`src/design/pms_pkg.sv`:
```
package pms_pkg;

  localparam int MAX_TASKS_DEF       = 16;
  localparam int PRIORITY_LEVELS_DEF = 8;
  localparam int QUEUE_DEPTH_DEF     = 8;

  localparam int ENTRY_W = 24;
  localparam int MAP_W   = 48;
  localparam int CFG_W   = 48;

  localparam logic CMD_POST     = 1'b0;
  localparam logic CMD_DISPATCH = 1'b1;

  localparam logic CFG_TASK_COUNT   = 1'b0;
  localparam logic CFG_PRIORITY_MAP = 1'b1;

  typedef enum logic [1:0] {
    ST_OK      = 2'd0,
    ST_UNKNOWN = 2'd1,
    ST_FULL    = 2'd2,
    ST_EMPTY   = 2'd3
  } pms_status_t;

  typedef struct packed {
    logic        dispatched;
    logic [2:0]  prio;
    pms_status_t status;
  } pms_result_t;

endpackage

```
`src/design/pms_queue_mem.sv`:
```
module pms_queue_mem import pms_pkg::*; #(
  parameter int DEPTH = PRIORITY_LEVELS_DEF * QUEUE_DEPTH_DEF,
  parameter int AW    = (DEPTH > 1) ? $clog2(DEPTH) : 1
) (
  input  logic               clk,
  input  logic               we,
  input  logic               re,
  input  logic [AW-1:0]      addr,
  input  logic [ENTRY_W-1:0] wdata,
  output logic [ENTRY_W-1:0] rdata
);

  logic [ENTRY_W-1:0] mem [DEPTH];

  always_ff @(posedge clk) begin
    if (we) begin
      mem[addr] <= wdata;
    end
    if (re) begin
      rdata <= mem[addr];
    end
  end

endmodule

```
`src/design/pms_sched.sv`:
```
module pms_sched import pms_pkg::*; #(
  parameter int MAX_TASKS       = MAX_TASKS_DEF,
  parameter int PRIORITY_LEVELS = PRIORITY_LEVELS_DEF,
  parameter int QUEUE_DEPTH     = QUEUE_DEPTH_DEF,
  parameter int AW = (PRIORITY_LEVELS * QUEUE_DEPTH > 1) ?
                     $clog2(PRIORITY_LEVELS * QUEUE_DEPTH) : 1
) (
  input  logic               clk,
  input  logic               rst,
  input  logic               cfg_we,
  input  logic               cfg_index,
  input  logic [CFG_W-1:0]   cfg_data,
  input  logic               accept,
  input  logic               command,
  input  logic [3:0]         dest_task,
  input  logic [7:0]         signal_code,
  input  logic [7:0]         message_tag,
  input  logic               last_disp,
  input  logic [3:0]         last_dest,
  output logic               mem_we,
  output logic               mem_re,
  output logic [AW-1:0]      mem_addr,
  output logic [ENTRY_W-1:0] mem_wdata,
  output pms_result_t        res
);

  localparam int LW = (PRIORITY_LEVELS > 1) ? $clog2(PRIORITY_LEVELS) : 1;
  localparam int QW = (QUEUE_DEPTH > 1) ? $clog2(QUEUE_DEPTH) : 1;
  localparam int CW = $clog2(QUEUE_DEPTH + 1);

  logic [4:0]       task_count;
  logic [MAP_W-1:0] priority_map;
  logic [QW-1:0]    head_index [PRIORITY_LEVELS];
  logic [CW-1:0]    fill_count [PRIORITY_LEVELS];
  logic [PRIORITY_LEVELS-1:0] ready_mask;
  logic [3:0]       current_task;

  logic [4:0]    limit;
  logic [2:0]    map_pri;
  logic [LW-1:0] post_pri;
  logic [LW-1:0] disp_pri;
  logic          found;
  logic [LW-1:0] sel_pri;
  logic [QW-1:0] head_sel;
  logic [CW-1:0] fill_sel;
  logic [CW:0]   tail_sum;
  logic [QW-1:0] tail;
  logic [QW-1:0] head_inc;
  logic          do_write;
  logic          do_pop;
  logic [3:0]    current_eff;

  always_comb begin
    limit    = (task_count > 5'(MAX_TASKS)) ? 5'(MAX_TASKS) : task_count;
    map_pri  = priority_map[3*dest_task +: 3];
    post_pri = (4'(map_pri) >= 4'(PRIORITY_LEVELS)) ? LW'(PRIORITY_LEVELS - 1)
                                                    : LW'(map_pri);
    found    = 1'b0;
    disp_pri = '0;
    for (int i = 0; i < PRIORITY_LEVELS; i++) begin
      if (ready_mask[i]) begin
        found    = 1'b1;
        disp_pri = LW'(i);
      end
    end
    sel_pri  = (command == CMD_DISPATCH) ? disp_pri : post_pri;
    head_sel = head_index[sel_pri];
    fill_sel = fill_count[sel_pri];
    tail_sum = (CW+1)'(head_sel) + (CW+1)'(fill_sel);
    tail     = (tail_sum >= (CW+1)'(QUEUE_DEPTH)) ? QW'(tail_sum - (CW+1)'(QUEUE_DEPTH))
                                                  : QW'(tail_sum);
    head_inc = ((QW+1)'(head_sel) + 1'b1 == (QW+1)'(QUEUE_DEPTH)) ? '0 : QW'(head_sel + 1'b1);
    current_eff = last_disp ? last_dest : current_task;

    do_write   = 1'b0;
    do_pop     = 1'b0;
    res.dispatched = 1'b0;
    res.prio   = '0;
    res.status = ST_OK;
    if (command == CMD_DISPATCH) begin
      if (!found || fill_sel == '0) begin
        res.status = ST_EMPTY;
      end else begin
        do_pop         = 1'b1;
        res.dispatched = 1'b1;
        res.prio       = 3'(sel_pri);
      end
    end else begin
      if ({1'b0, dest_task} >= limit) begin
        res.status = ST_UNKNOWN;
      end else if (fill_sel >= CW'(QUEUE_DEPTH)) begin
        res.status = ST_FULL;
      end else begin
        do_write = 1'b1;
      end
    end

    mem_we    = accept && do_write;
    mem_re    = accept && do_pop;
    mem_addr  = AW'(int'(sel_pri) * QUEUE_DEPTH +
                    int'((command == CMD_DISPATCH) ? head_sel : tail));
    mem_wdata = {current_eff, dest_task, signal_code, message_tag};
  end

  always_ff @(posedge clk) begin
    if (rst) begin
      task_count   <= '0;
      priority_map <= '0;
      ready_mask   <= '0;
      current_task <= '0;
      for (int i = 0; i < PRIORITY_LEVELS; i++) begin
        head_index[i] <= '0;
        fill_count[i] <= '0;
      end
    end else begin
      if (cfg_we) begin
        unique case (cfg_index)
          CFG_TASK_COUNT:   task_count   <= cfg_data[4:0];
          CFG_PRIORITY_MAP: priority_map <= cfg_data[MAP_W-1:0];
        endcase
      end
      current_task <= current_eff;
      if (mem_we) begin
        fill_count[sel_pri] <= fill_sel + 1'b1;
        ready_mask[sel_pri] <= 1'b1;
      end
      if (mem_re) begin
        head_index[sel_pri] <= head_inc;
        fill_count[sel_pri] <= fill_sel - 1'b1;
        if (fill_sel == CW'(1)) begin
          ready_mask[sel_pri] <= 1'b0;
        end
      end
    end
  end

endmodule

```
`src/design/priority_message_scheduler.sv`:
```
// The result strobe comes in the cycle after the command transfer.
// Throughput: one command per cycle; the single-port queue memory is read
// or written at most once per command; read data lands in the result stage.
// Reset (rst, synchronous): clears counters, heads, ready mask, current task
// and config; queue memory contents are not cleared. busy is high in reset.
// Results are not back-pressured: result_valid is high for one cycle only.
module priority_message_scheduler import pms_pkg::*; #(
  parameter int MAX_TASKS       = MAX_TASKS_DEF,
  parameter int PRIORITY_LEVELS = PRIORITY_LEVELS_DEF,
  parameter int QUEUE_DEPTH     = QUEUE_DEPTH_DEF
) (
  input  logic             clk,
  input  logic             rst,
  input  logic             cfg_we,
  input  logic             cfg_index,
  input  logic [CFG_W-1:0] cfg_data,
  input  logic             start,
  output logic             busy,
  input  logic             command,
  input  logic [3:0]       dest_task,
  input  logic [7:0]       signal_code,
  input  logic [7:0]       message_tag,
  output logic             result_valid,
  output logic             dispatched,
  output logic [3:0]       out_task,
  output logic [3:0]       out_source,
  output logic [7:0]       out_signal,
  output logic [7:0]       out_message,
  output logic [2:0]       out_priority,
  output logic [1:0]       status
);

  localparam int DEPTH = PRIORITY_LEVELS * QUEUE_DEPTH;
  localparam int AW    = (DEPTH > 1) ? $clog2(DEPTH) : 1;

  logic               accept;
  logic               mem_we;
  logic               mem_re;
  logic [AW-1:0]      mem_addr;
  logic [ENTRY_W-1:0] mem_wdata;
  logic [ENTRY_W-1:0] mem_rdata;
  pms_result_t        res_next;
  pms_result_t        res;
  logic               valid;

  assign busy   = rst;
  assign accept = start && !busy;

  pms_sched #(
    .MAX_TASKS      (MAX_TASKS),
    .PRIORITY_LEVELS(PRIORITY_LEVELS),
    .QUEUE_DEPTH    (QUEUE_DEPTH),
    .AW             (AW)
  ) u_sched (
    .clk        (clk),
    .rst        (rst),
    .cfg_we     (cfg_we),
    .cfg_index  (cfg_index),
    .cfg_data   (cfg_data),
    .accept     (accept),
    .command    (command),
    .dest_task  (dest_task),
    .signal_code(signal_code),
    .message_tag(message_tag),
    .last_disp  (valid && res.dispatched),
    .last_dest  (mem_rdata[19:16]),
    .mem_we     (mem_we),
    .mem_re     (mem_re),
    .mem_addr   (mem_addr),
    .mem_wdata  (mem_wdata),
    .res        (res_next)
  );

  pms_queue_mem #(
    .DEPTH(DEPTH),
    .AW   (AW)
  ) u_mem (
    .clk  (clk),
    .we   (mem_we),
    .re   (mem_re),
    .addr (mem_addr),
    .wdata(mem_wdata),
    .rdata(mem_rdata)
  );

  always_ff @(posedge clk) begin
    if (rst) begin
      valid          <= 1'b0;
      res.dispatched <= 1'b0;
    end else begin
      valid <= accept;
      if (accept) begin
        res <= res_next;
      end
    end
  end

  assign result_valid = valid;
  assign dispatched   = res.dispatched;
  assign out_task     = res.dispatched ? mem_rdata[19:16] : '0;
  assign out_source   = res.dispatched ? mem_rdata[23:20] : '0;
  assign out_signal   = res.dispatched ? mem_rdata[15:8]  : '0;
  assign out_message  = res.dispatched ? mem_rdata[7:0]   : '0;
  assign out_priority = res.prio;
  assign status       = res.status;

endmodule

```
`config.mk`:
```
export PLATFORM = sky130hd
export DESIGN_NAME = priority_message_scheduler
export DESIGN_NICKNAME = d
export VERILOG_FILES = /design/src/design/pms_pkg.sv /design/src/design/pms_queue_mem.sv /design/src/design/pms_sched.sv /design/src/design/priority_message_scheduler.sv
export SDC_FILE = /design/constraint.sdc
export NUM_CORES = 2
export LEC_CHECK = 0
export BUFFER_PORTS_ARGS = -buffer_cell sky130_fd_sc_hd__buf_2
export CAP_MARGIN = 20
export CORE_MARGIN = 4
export CORE_UTILIZATION = 58
export CTS_BUF_LIST = sky130_fd_sc_hd__clkbuf_4 sky130_fd_sc_hd__clkbuf_8
export CTS_CLUSTER_SIZE = 12
export DETAILED_ROUTE_END_ITERATION = 10
export PLACE_DENSITY_LB_ADDON = 0.1
export SYNTH_ARGS = -nofsm -noshare
export SYNTH_HDL_FRONTEND = slang
export SYNTH_HIERARCHICAL = 1
export SYNTH_SLANG_ARGS = --single-unit
```
`constraint.sdc`:
```
create_clock -name clk -period 13.8 [get_ports clk]
set_clock_uncertainty 0.15 [all_clocks]
set_input_delay 1.38 -clock clk [delete_from_list [all_inputs] [get_ports clk]]
set_output_delay 1.38 -clock clk [all_outputs]
set_load 0.02 [all_outputs]
```
Yosys cells after proc, flatten, opt, wreduce, memory -nomap -nowiden --
Memories as Yosys holds them, arrays and structs flattened. A register that Yosys moved wholly into a read port is not among the register bits. Cells that the tools add are included.
Storage, ports and cells: bits in registers 72, bits in writable memories 1592, bits of input ports 74, output and inout port bits 32, word-level logic and storage cells 108, memories kept 3
Memories:
- u_mem.mem | depth 64, bits a word 24, rd ports 1, clocked after memory_dff 1, write ports 1, RTL line pms_queue_mem.sv:13 | logic [ENTRY_W-1:0] mem [DEPTH];
- u_sched.fill_count | depth 8, bits a word 4, rd ports 1, clocked after memory_dff 0, write ports 8, RTL line pms_sched.sv:34 | logic [CW-1:0] fill_count [PRIORITY_LEVELS];
- u_sched.head_index | depth 8, bits a word 3, rd ports 1, clocked after memory_dff 0, write ports 8, RTL line pms_sched.sv:33 | logic [QW-1:0] head_index [PRIORITY_LEVELS];
Cells by class: add/subtract/negate cells 7, $mul 1, $lt $le $gt $ge 6, equality and inequality tests 2, shift operators 1, muxes and demuxes 58, bitwise operators 7, reductions and logical operators 15
Operators by type and width (count):
- $mux W8 | 6
- $shiftx A48 B7 Y3 | 1
- $mux W3 | 13
- $mux W4 | 7
- $mux W1 | 26
- $and A8 B8 Y8 | 1
- $mux W2 | 4
- $not A8 Y8 | 1
- $or A8 B8 Y8 | 1
- $add A6 B6 Y6 | 1
- $mul A2 B4 Y6 const A | 1
- $reduce_and A2 Y1 | 3
- $add A3 B4 Y5 | 1
- $ge A4 B5 Y1 | 1
- $ge A5 B4 Y1 const B | 1
- $gt A5 B5 Y1 const B | 1
- $logic_and A1 B1 Y1 | 5
- $mux W5 | 1
- $add A3 B1 Y4 const B | 1
- $add A4 B1 Y4 const B | 1
- $eq A4 B1 Y1 const B | 1
- $eq A4 B4 Y1 const B | 1
- $ge A4 B4 Y1 const B | 1
- $logic_not A4 Y1 | 1
- 13 further kinds | 16

Longest topological paths before layout --
An unclocked memory read counts as a cell.
depth after elaboration 20, gate-level depth with buffers 31, gate-level depth less buffers 22

Cells and area by module --
Netlist, hierarchy kept.
Modules (own cells, without submodules):
- pms_queue_mem | times used 1, cells an instance 3406, area an instance 59703.5 um^2, sequential area each 46844.9 um^2
- pms_sched | times used 1, cells an instance 658, area an instance 6279.8 um^2, sequential area each 2982.9 um^2
- priority_message_scheduler | times used 1, cells an instance 39, area an instance 426.7 um^2, sequential area each 190.2 um^2

Least setup slack after synthesis --
OpenSTA, ideal clock, no wires.
path type input to register, from input dest_task[1], to memory u_mem.mem[15][0], enable pin, arrival 7.170 ns, setup slack 6.075 ns, cell stages on the path 28, cells stage by stage buf_4 -> mux2i_1 -> mux4_2 -> a22oi_2 -> nand2_4 -> inv_2 -> buf_6 -> buf_2 -> nand2_1 -> and3_1 -> a311oi_1 -> a31oi_1 -> inv_1 -> ha_1 -> inv_1 -> fa_1 -> xnor2_1 -> nor2_1 -> xnor2_1 -> buf_2 -> buf_2 -> buf_2 -> buf_4 -> buf_4 -> buf_2 -> buf_2 -> nand3_1 -> nor2_1
RTL lines:
- start: declaration | RTL line priority_message_scheduler.sv:20 | input logic [3:0] dest_task,
- $mul A2 B4 Y6 * | RTL line pms_sched.sv:55 | map_pri = priority_map[3*dest_task +: 3];
- $shiftx A48 B7 Y3 * | RTL line pms_sched.sv:55
- $mux W3 * | RTL line pms_sched.sv:66 | sel_pri = (command == CMD_DISPATCH) ? disp_pri : post_pri;
- $mem_v2 Z8 W3 or $mem_v2 Z8 W4 (tied branches)
- $add A3 B4 Y5 | RTL line pms_sched.sv:69 | tail_sum = (CW+1)'(head_sel) + (CW+1)'(fill_sel);
- $ge A5 B4 Y1 or $sub A3 B1 Y3 (tied branches) | RTL line pms_sched.sv:70 | tail = (tail_sum >= (CW+1)'(QUEUE_DEPTH)) ? QW'(tail_sum - (CW+1)'(QUEUE_DEPTH))
- $mux W3 | RTL line pms_sched.sv:70
- $mux W3 | RTL line pms_sched.sv:101 | int'((command == CMD_DISPATCH) ? head_sel : tail));
- $add A6 B6 Y6 * | RTL line pms_sched.sv:100 | mem_addr = AW'(int'(sel_pri) * QUEUE_DEPTH +
- net mem_addr[5] | RTL line priority_message_scheduler.sv:39 | logic [AW-1:0] mem_addr;
- end: declaration | RTL line pms_queue_mem.sv:13
Mark *: on every way through the listed nets, which the timed path passes. The rest lies on a longest branch.

Worst setup path in the final report --
from input dest_task[2], to memory u_mem.mem[35][15], enable pin
Same word-level chain as after synthesis.

==> out/summary.txt <==
Core Area = 0.113 mm²
top_reg_cell synth = edfxtp_1
xor and xnor area share after synthesis = 0.000641
Critical R2R Capture = u_mem/mem[35][15]
Arrival @ worst endpoint = 9.43 ns
final instance area = 0.0741 mm²
worst r2r src = u_sched/ready_mask[7]
fin util = 0.655
Yosys warnings = 6
Post-Synth Adder-Cell Area = 0.00200
status = completed
Syn Nets = 4187
worst relative slew slack = 0.191
total of max-cap violations = 0
syn avg cell area = 16.2 µm²
largest net degree at the start of global routing = 125
Min-Delay Path Class = reg -> reg
cell count after synthesis = 4103
compound-cell area share of the yosys netlist = 0.126
largest fanout on the critical path = 124
mapped cell area = 0.0664 mm²
Tmin final = 9.01 ns
Required @ worst endpoint = 14.22 ns
CTS Buf Count = 288
Starting Density = 0.587
clk sinks = 1688
most frequent CP cell = buf_4
Buf/Inv on CP = 5
CP endpoint kind = flip-flop
Post-DP Area = 0.0688 mm²
Logic pwr share = 0.188
Worst Hold End = u_sched/priority_map[17]
flops & latches, synth = 1688
crit path cell chain = buf_4, mux4_2, nand3_1, a41o_2, inv_2, nor2_1, a222oi_1, nand3_1, a221oi_1, fa_1, mux2i_4, buf_12, and2_4, buf_4, nand2_1, nor2_2, buf_4
area share of and/or/nand/nor cells after synthesis = 0.0428
Resized cells post-CTS = 0
Hold Path Depth = 2
first-pass GRT wire length = 278000 µm
share of post-route cells with drive strength above 1 = 0.212
post-synthesis cell type count = 86
number of antenna violations at the first check in global routing = 15
Pleak = 0.0234 µW
final setup vio count = 0
Vias per Instance = 6.83
Final #Nets = 4408
Post-synth ARST share = 0
sw frac = 0.287
initial DRC count = 5267
setup TNS = 0 ns
crit start category = primary input
CP top delay family = buffers and inverters
Worst VDD drop = 0.112 mV
drt wl/cell = 32.2 µm
GR Overflow Total = 0
via count = 41100
area grow syn2layout = 11.6%
largest family of logic cells by synthesized area = compound AO/OA/AOI/OAI gates
Max clock buf depth = 4
HPWL after DPL = 110000 µm
cell row count = 123
vias in the first global route = 39300
Post-synth EDFFs = 1621
router iterations before antenna repair = 5
die area = 0.120 mm²
hold path start = u_sched/priority_map[17]
RSZ-0062 raised after global routing = false
worst hold slack = 0.306 ns
Final Max Slew Viols = 0
gp weighted congestion = 0.886
Die Wd = 346 µm
biggest cell delay along the critical path = 0.80 ns
# IOs = 106
sequential element share of the synthesized area = 0.753
Worst-Skew Late Latency = 0.95 ns
Root Driver = clkbuf_8
fillers = 7946
Net Sw Power = 3470 µW
clk slew on worst S/H paths = 0.06 ns
Post-Route WL = 194000 µm
TritonCTS clock tree = built
Crit-path slowest cell = nor2_2
Slew @ Worst Pin = 1.21 ns
Post-CTS Setup Inserts = 0
DRC Markers = 0
total track usage = 0.317
die height = 346 µm
critical path class = in -> reg
flop2flop setup slack = 5.52 ns
P_int = 8620 µW
H-tree depth = 5
multiplexer area fraction after synthesis = 0.0504
Flop pwr share = 0.466
PwrDens = 163 mW/mm²
hold_buf cts = 0
Hold Vio Cnt, Final = 0
Post-DRT Antenna Nets = 0
final period utilization = 0.653
maximum clock frequency = 111 MHz
clock power share = 0.346
Worst R2R Path Depth = 17
input/output buffers = 105
-- power groups by stage --
| stage | Sequential (µW) | Combinational, µW | Clock, µW |
|---|---|---|---|
| global placement | 5750 | 2190 | 0 |
| floorplan | 5740 | 1440 | 0 |
| CTS | 5640 | 2220 | 4240 |
| global route | 5640 | 2380 | 4490 |
| detailed placement | 5750 | 2220 | 0 |
| finish | 5640 | 2270 | 4180 |
-- cells in the final DEF, fill, tap and decap left out, types with 32 or more instances in the layout --
master / instances
buf_4: 144
o22ai_1: 44
mux2_2: 125
nand3_1: 32
mux2i_1: 139
edfxtp_1: 1621
clkbuf_4: 92
a22o_1: 73
a21oi_1: 206
nand2_1: 200
nor2_2: 59
clkbuf_8: 294
a221oi_1: 210
a22oi_1: 201
o21ai_0: 135
nor3_1: 63
nor2_1: 140
buf_2: 105
a221o_1: 59
clkinv_1: 59
dfxtp_1: 66
-- cells in the mapped netlist, types with 13 or more instances --
cell type / number / share of area
edfxtp_1: 1621 / 0.73
a211o_1: 13 / 0.0017
buf_1: 46 / 0.0026
mux2i_1: 140 / 0.021
o21ai_0: 135 / 0.010
a2111oi_0: 21 / 0.0028
o22ai_1: 44 / 0.0041
buf_4: 39 / 0.0044
o211ai_1: 14 / 0.0016
a31oi_1: 16 / 0.0015
clkbuf_1: 136 / 0.0077
buf_6: 14 / 0.0024
a221o_1: 59 / 0.0089
nand2_1: 201 / 0.011
nor2b_1: 20 / 0.0019
nand3_1: 33 / 0.0025
a221oi_1: 210 / 0.028
a211oi_1: 23 / 0.0026
a22o_1: 73 / 0.0096
and2_2: 19 / 0.0021
nor3_1: 64 / 0.0048
a22oi_1: 201 / 0.023
mux4_2: 22 / 0.0075
dfxtp_1: 67 / 0.020
buf_2: 94 / 0.0071
mux2_2: 125 / 0.021
nor2_1: 206 / 0.012
o221ai_1: 27 / 0.0036
inv_1: 18 / 0.0010
a21oi_1: 207 / 0.016
nand4_1: 14 / 0.0013
-- layout make-up --
class                           instances  area, µm²  share of cell area
Inverter                               23       92.6             0.00125
Timing Repair Buffer                  260       1850              0.0250
Clock inverter                         88        482             0.00650
Multi-Input combinational cell       2063      15000               0.203
Tap cell                             1500       1880              0.0253
Sequential cell                      1688      50000               0.675
Antenna cell                            9       22.5            0.000304
Clock buffer                          386       4740              0.0639
-- worst min-delay path: stages, from the launching register on --
cell	delay [ns]
dfxtp_1	0.30
nand2_1	0.05
a21oi_1	0.05
-- per-stage QoR --
step	total power (µW)	setup slack [ns]	instances
after global placement	7940	3.43	5528
after detailed placement	7960	4.04	5530
after CTS	12100	5.02	6004
after floorplan	7180	6.07	4103
after global routing	12500	4.70	6009
final	12100	4.79	6017
-- how the worst max path moves through the flow --
stage | start | end | slack [ns] | cells past startpoint
final | dest_task[2] | u_mem/mem[35][15] | 4.79 | 17
after global routing | dest_task[2] | u_mem/mem[35][3] | 4.70 | 17
after CTS | dest_task[2] | u_mem/mem[35][3] | 5.02 | 17
after detailed placement | dest_task[0] | u_mem/mem[35][5] | 4.04 | 17
after global placement | dest_task[0] | u_mem/rdata[8] | 3.43 | 21
after floorplan | dest_task[1] | u_mem/mem[15][0] | 6.07 | 28
-- kinds of logic (layout without fill, tap and decap cells) --
group / Yosys count / after routing
muxes: 290 / 290
AOI/OAI and AO/OA: 1137 / 1137
adders and majority gates: 10 / 10
buffers and inverters: 352 / 757
xor gates and xnor gates: 4 / 4
and+or+nand+nor: 622 / 622
DFF: 1688 / 1688
other: 0 / 9
-- sequential cells by signal, indices dropped and copies added, names as in the netlist --
name and count:
out_priority 3, dispatched 1, u_sched/ready_mask 8, u_sched/head_index 24, u_mem/rdata 24, u_sched/task_count 5
u_sched/priority_map 48, u_mem/mem 1536, u_sched/current_task 4, u_sched/fill_count 32, result_valid 1, status 2
-- routing by layer --
layer	GRT usage	vias up	share of wire
met5	0	-	0.00023
met4	0.117	8	0.037
met3	0.0894	422	0.12
met2	0.477	2753	0.45
met1	0.448	20800	0.39
li1	-	17100	-
Power figures use the tool's default switching activity.
